File: config.mk
export PLATFORM = sky130hd
export DESIGN_NAME = stq_cell
export DESIGN_NICKNAME = d
export VERILOG_FILES = /design/src/rtl/core/stq_pkg.sv /design/src/rtl/core/stq_cell.sv
export SDC_FILE = /design/constraint.sdc
export NUM_CORES = 1
export LEC_CHECK = 0
export BUFFER_PORTS_ARGS = -buffer_cell sky130_fd_sc_hd__buf_4
export CAP_MARGIN = 20
export CORE_MARGIN = 1.5
export CORE_UTILIZATION = 35
export CTS_CLUSTER_SIZE = 25
export DETAILED_ROUTE_END_ITERATION = 6
export GPL_TIMING_DRIVEN = 0
export HOLD_SLACK_MARGIN = 0.15
export PLACE_DENSITY = 0.77
export SYNTH_ARGS = -nofsm -noshare
export SYNTH_HDL_FRONTEND = slang
export SYNTH_SLANG_ARGS = --single-unit
File: constraint.sdc
create_clock -name clk_i -period 6.3 [get_ports clk_i]
set_clock_uncertainty 0.15 [all_clocks]
set_input_delay 0.315 -clock clk_i [delete_from_list [all_inputs] [get_ports clk_i]]
set_output_delay 0.315 -clock clk_i [all_outputs]
set_load 0.05 [all_outputs]
File: src/rtl/core/stq_pkg.sv
// ----------------------------------------------------------------------------
// stq_pkg: shared types and helpers for the sorted timer queue
// Request and result codes, the cell entry and control words, and the
// saturating time adder.
// ----------------------------------------------------------------------------
package stq_pkg;

  localparam int unsigned TimeW        = 48;
  localparam int unsigned HandleW      = 32;
  localparam int unsigned DelayW       = 32;
  localparam int unsigned QueueDepthDef = 16;
  localparam logic [31:0] IdleWaitRst  = 32'd6000000;

  typedef enum logic [1:0] {
    REQ_REGISTER = 2'd0,
    REQ_POLL     = 2'd1,
    REQ_TICK     = 2'd2
  } req_e;

  typedef enum logic [2:0] {
    RES_REGISTERED = 3'd0,
    RES_REJECTED   = 3'd1,
    RES_DUE        = 3'd2,
    RES_DEADLINE   = 3'd3,
    RES_TICK_DONE  = 3'd4
  } res_e;

  typedef enum logic [1:0] {
    CELL_HOLD   = 2'd0,
    CELL_INSERT = 2'd1,
    CELL_POP    = 2'd2
  } cell_op_e;

  typedef struct packed {
    logic               valid;
    logic [TimeW-1:0]   deadline;
    logic [HandleW-1:0] action;
  } entry_t;

  typedef struct packed {
    cell_op_e           op;
    logic [TimeW-1:0]   target;
    logic [HandleW-1:0] handle;
  } cell_ctrl_t;

  // base + add, clamped at the top of the time range
  function automatic logic [TimeW-1:0] sat_add(input logic [TimeW-1:0] base,
                                               input logic [DelayW-1:0] add);
    logic [TimeW:0] sum;
    sum = {1'b0, base} + {{(TimeW+1-DelayW){1'b0}}, add};
    return sum[TimeW] ? {TimeW{1'b1}} : sum[TimeW-1:0];
  endfunction

endpackage

File: src/rtl/core/stq_cell.sv
// ----------------------------------------------------------------------------
// stq_cell: one slot of the deadline-ordered chain
// Holds one entry; on insert it keeps, takes the new entry or takes its left
// neighbour's entry; on pop it takes its right neighbour's entry.
// ----------------------------------------------------------------------------
module stq_cell
  import stq_pkg::*;
(
  input  logic       clk_i,
  input  logic       rst_ni,
  input  cell_ctrl_t ctrl_i,
  input  entry_t     left_i,
  input  logic       left_le_i,
  input  entry_t     right_i,
  output entry_t     entry_o,
  output logic       le_o
);

  entry_t entry_q, entry_d;

  // entry at or before the insert target stays put, keeping ties in order
  assign le_o = entry_q.valid && (entry_q.deadline <= ctrl_i.target);

  always_comb begin
    entry_d = entry_q;
    case (ctrl_i.op)
      CELL_INSERT: begin
        if (!le_o) begin
          if (left_le_i) begin
            entry_d = '{valid: 1'b1, deadline: ctrl_i.target, action: ctrl_i.handle};
          end else begin
            entry_d = left_i;
          end
        end
      end
      CELL_POP: entry_d = right_i;
      default:  entry_d = entry_q;
    endcase
  end

  always_ff @(posedge clk_i or negedge rst_ni) begin
    if (!rst_ni) begin
      entry_q <= '0;
    end else begin
      entry_q <= entry_d;
    end
  end

  assign entry_o = entry_q;

endmodule

==> results.sh <==
export IMPL_status="finished clean"
export IMPL_grt_use_met3=0.0502
export IMPL_end_kind="flop"
export IMPL_synth_area_per_cell_um2=9.54
export IMPL_ant_nets=0
export IMPL_seq_area_frac_synth=0.343
export IMPL_cp_max_fo=10
export IMPL_drtPass1Iterations=4
export IMPL_critPathKind="reg2reg"
export IMPL_cp_start_kind="flop"
export IMPL_slew_headroom=0.485
export IMPL_grt_busiest_layer="met2"
export IMPL_synth_cell_type_count=29
export IMPL_rsz0062_at_grt="no"
export IMPL_netlist_area_um2=5910
export IMPL_cts_made_buffers=9
export IMPL_cts_resized=0
export IMPL_syn_inst=620
export IMPL_cts_root_buf="clkbuf_16"
export IMPL_synthArstFlopShare=1.00
export IMPL_largest_register_ffs=81
export IMPL_powerDensity_nw_per_um2=430
export IMPL_cp_arrival_ns=3.31
export IMPL_num_rows=47
export IMPL_die_y_um=133
export IMPL_cts_tree="yes"
export IMPL_drt_total_wl_um=20000
export IMPL_finalCriticalPeriod_ns=3.24
export IMPL_clk_path_buf_depth=2
export IMPL_dieArea_um2=17700
export IMPL_grt_overflow=0
export IMPL_postCtsSetupBuffers=0
export IMPL_power_total_mw=3.99
export IMPL_htree_levels=3
export IMPL_tns_ns=0
export IMPL_cts_hold_buf=30
export IMPL_routedWlPerCell_um=16.5
export IMPL_syn_nets=915
export IMPL_drc=0
export IMPL_reg2reg_depth=9
export IMPL_fin_nets=1284
export IMPL_drt_iter0_markers=159
export IMPL_synth_ff_type="dfrtp_1"
export IMPL_critical_path_slowest_cell="a41oi_4"
export IMPL_portBuffers=327
export IMPL_place_gp_congestion=0.825
export IMPL_grt_pass1_vias=6325
export IMPL_drive_gt1_frac=0.431
export IMPL_yosys_warnings=0
export IMPL_ys_ff_latch=81
export IMPL_setup_viol=0
export IMPL_path_clk_slew_ns=0.07
export IMPL_ir_drop_mv=0.343
export IMPL_worstPathCellList="ha_1 > nand4_1 > nor4_2 > nand3_1 > nor2_1 > a2bb2oi_1 > a41oi_4 > buf_6 > mux2_2"
export IMPL_dp_hpwl_um=15700
export IMPL_design_core_area_um2=16500
export IMPL_grt_pass1_wl_um=31400
export IMPL_critPathMaxStageDelay_ns=0.57
export IMPL_die_w_um=133
export IMPL_cts_sinks=81
export IMPL_hold_viol_final=0
export IMPL_whs_path_depth=4
export IMPL_vias=6028
export IMPL_maxSlewViolCount=0
export IMPL_antenna_found_initial=1
export IMPL_fmax_ghz=0.308
export IMPL_hold_path_class="in2reg"
export IMPL_via_per_inst=4.96
export IMPL_synth_edf_count=0
export IMPL_grt_util_met1=0.257
export IMPL_area_growth_pct=56.9
export IMPL_grt_usage=0.224
export IMPL_initial_core_util=0.358
export IMPL_min_period_over_period=0.515
export IMPL_clock_latency_ns=0.34
export IMPL_grt_max_degree=82
export IMPL_drv_cap=0
export IMPL_cp_required_ns=6.37
export IMPL_p_leak_nw=4.68
export IMPL_pin_count=329
export IMPL_use_met2=0.405
export IMPL_worstMarginPinSlew_ns=0.773
## final timing paths
kind / from / end / slack [ns]
setup / recovery: entry_o[71]$_DFFE_PN0P_ / entry_o[39]$_DFFE_PN0P_ / 3.06
hold / removal: right_i[8] / entry_o[8]$_DFFE_PN0P_ / 0.16
setup reg to reg: entry_o[71]$_DFFE_PN0P_ / entry_o[39]$_DFFE_PN0P_ / 3.06
hold reg to reg: entry_o[21]$_DFFE_PN0P_ / entry_o[21]$_DFFE_PN0P_ / 0.35
max in group asynchronous: rst_ni / entry_o[78]$_DFFE_PN0P_ / 5.01
min in group asynchronous: rst_ni / entry_o[51]$_DFFE_PN0P_ / 0.36
## synthesized netlist by cell type (5+ instances only)
cell / number / area share
a21oi_1: 19 / 0.016
nand4_1: 13 / 0.014
dfrtp_1: 81 / 0.34
buf_1: 6 / 0.0038
nand3_1: 5 / 0.0042
nand2_1: 94 / 0.060
clkbuf_1: 21 / 0.013
inv_1: 49 / 0.031
nor2_1: 6 / 0.0038
buf_6: 8 / 0.015
ha_1: 48 / 0.10
mux2_1: 6 / 0.011
mux2i_1: 81 / 0.14
o21ai_0: 85 / 0.072
mux2_2: 74 / 0.14
## cell usage in the layout (no fill, tap or decap), drive strengths merged, types with 2 or more instances in the layout
cell         instances
buf                342
nand2               94
o21ai               85
mux2i               81
dfrtp               81
mux2                80
inv                 53
ha                  48
dlygate4sd3         30
clkbuf              30
a21oi               19
nand4               13
nor2                 6
nand3                5
nor3                 3
o211ai               3
nor2b                3
a211oi               2
a221oi               2
a21o                 2
a21boi               2
nor4                 2
## logic make-up (layout without fill, tap and decap cells)
logic type,after synthesis,in the layout,synth area share
AO/OA/AOI/OAI,119,119,0.111
adder cells (fa/ha/maj),48,48,0.102
buffers and inverters,84,458,0.0635
flip-flops,81,81,0.343
multiplexers,161,161,0.290
other,0,1,0
AND/OR/NAND/NOR,127,127,0.0914
## area by class of cell
| class | instances | area (um2) |
|---|---|---|
| inverter | 49 | 184 |
| clock buffer | 9 | 225 |
| buffer | 35 | 191 |
| antenna | 1 | 2.50 |
| fill | 1465 | 7250 |
| multi-input combinational | 455 | 3510 |
| timing repair buffer | 358 | 2780 |
| tap | 220 | 275 |
| sequential | 81 | 2030 |
| clock inverter | 7 | 83.8 |
## metal layers
| layer | up-vias | part of all wire | wire (um) |
|---|---|---|---|
| met5 | - | 0 | 0 |
| li1 | 2925 | - | - |
| met2 | 232 | 0.50 | 10100 |
| met3 | 34 | 0.065 | 1290 |
| met1 | 2837 | 0.41 | 8160 |
| met4 | 0 | 0.024 | 476 |
## worst max-delay path: cells and delay by family, from the launching register on
| family | cells | cell delay [ns] |
|---|---|---|
| AO/OA/AOI/OAI | 2 | 0.69 |
| adder cells (fa/ha/maj) | 1 | 0.32 |
| buffers and inverters | 1 | 0.24 |
| flip-flops | 1 | 0.40 |
| multiplexers | 1 | 0.35 |
| AND/OR/NAND/NOR | 4 | 0.94 |
## where the power goes
| group | total [mW] | switching (mW) | internal, mW |
|---|---|---|---|
| Combinational | 2.45 | 1.54 | 0.912 |
| Sequential | 0.982 | 0.197 | 0.785 |
| Clock | 0.552 | 0.237 | 0.315 |
| Total | 3.99 | 1.97 | 2.01 |
## metrics by stage
stage / hold slack, ns / worst slack, ns / std cells / utilization / instance area [um2]
after floorplan: -0.131 / 2.85 / 620 / - / 5910
after global routing: 0.175 / 2.76 / 1215 / 0.561 / 9270
after global placement: 0.320 / 2.95 / 1167 / 0.523 / 8640
after CTS: 0.150 / 2.96 / 1213 / 0.560 / 9250
after detailed placement: 0.326 / 2.95 / 1167 / 0.523 / 8640
final: 0.164 / 3.06 / 1215 / 0.561 / 9270
Note: power is estimated with default switching activity, not from simulation.
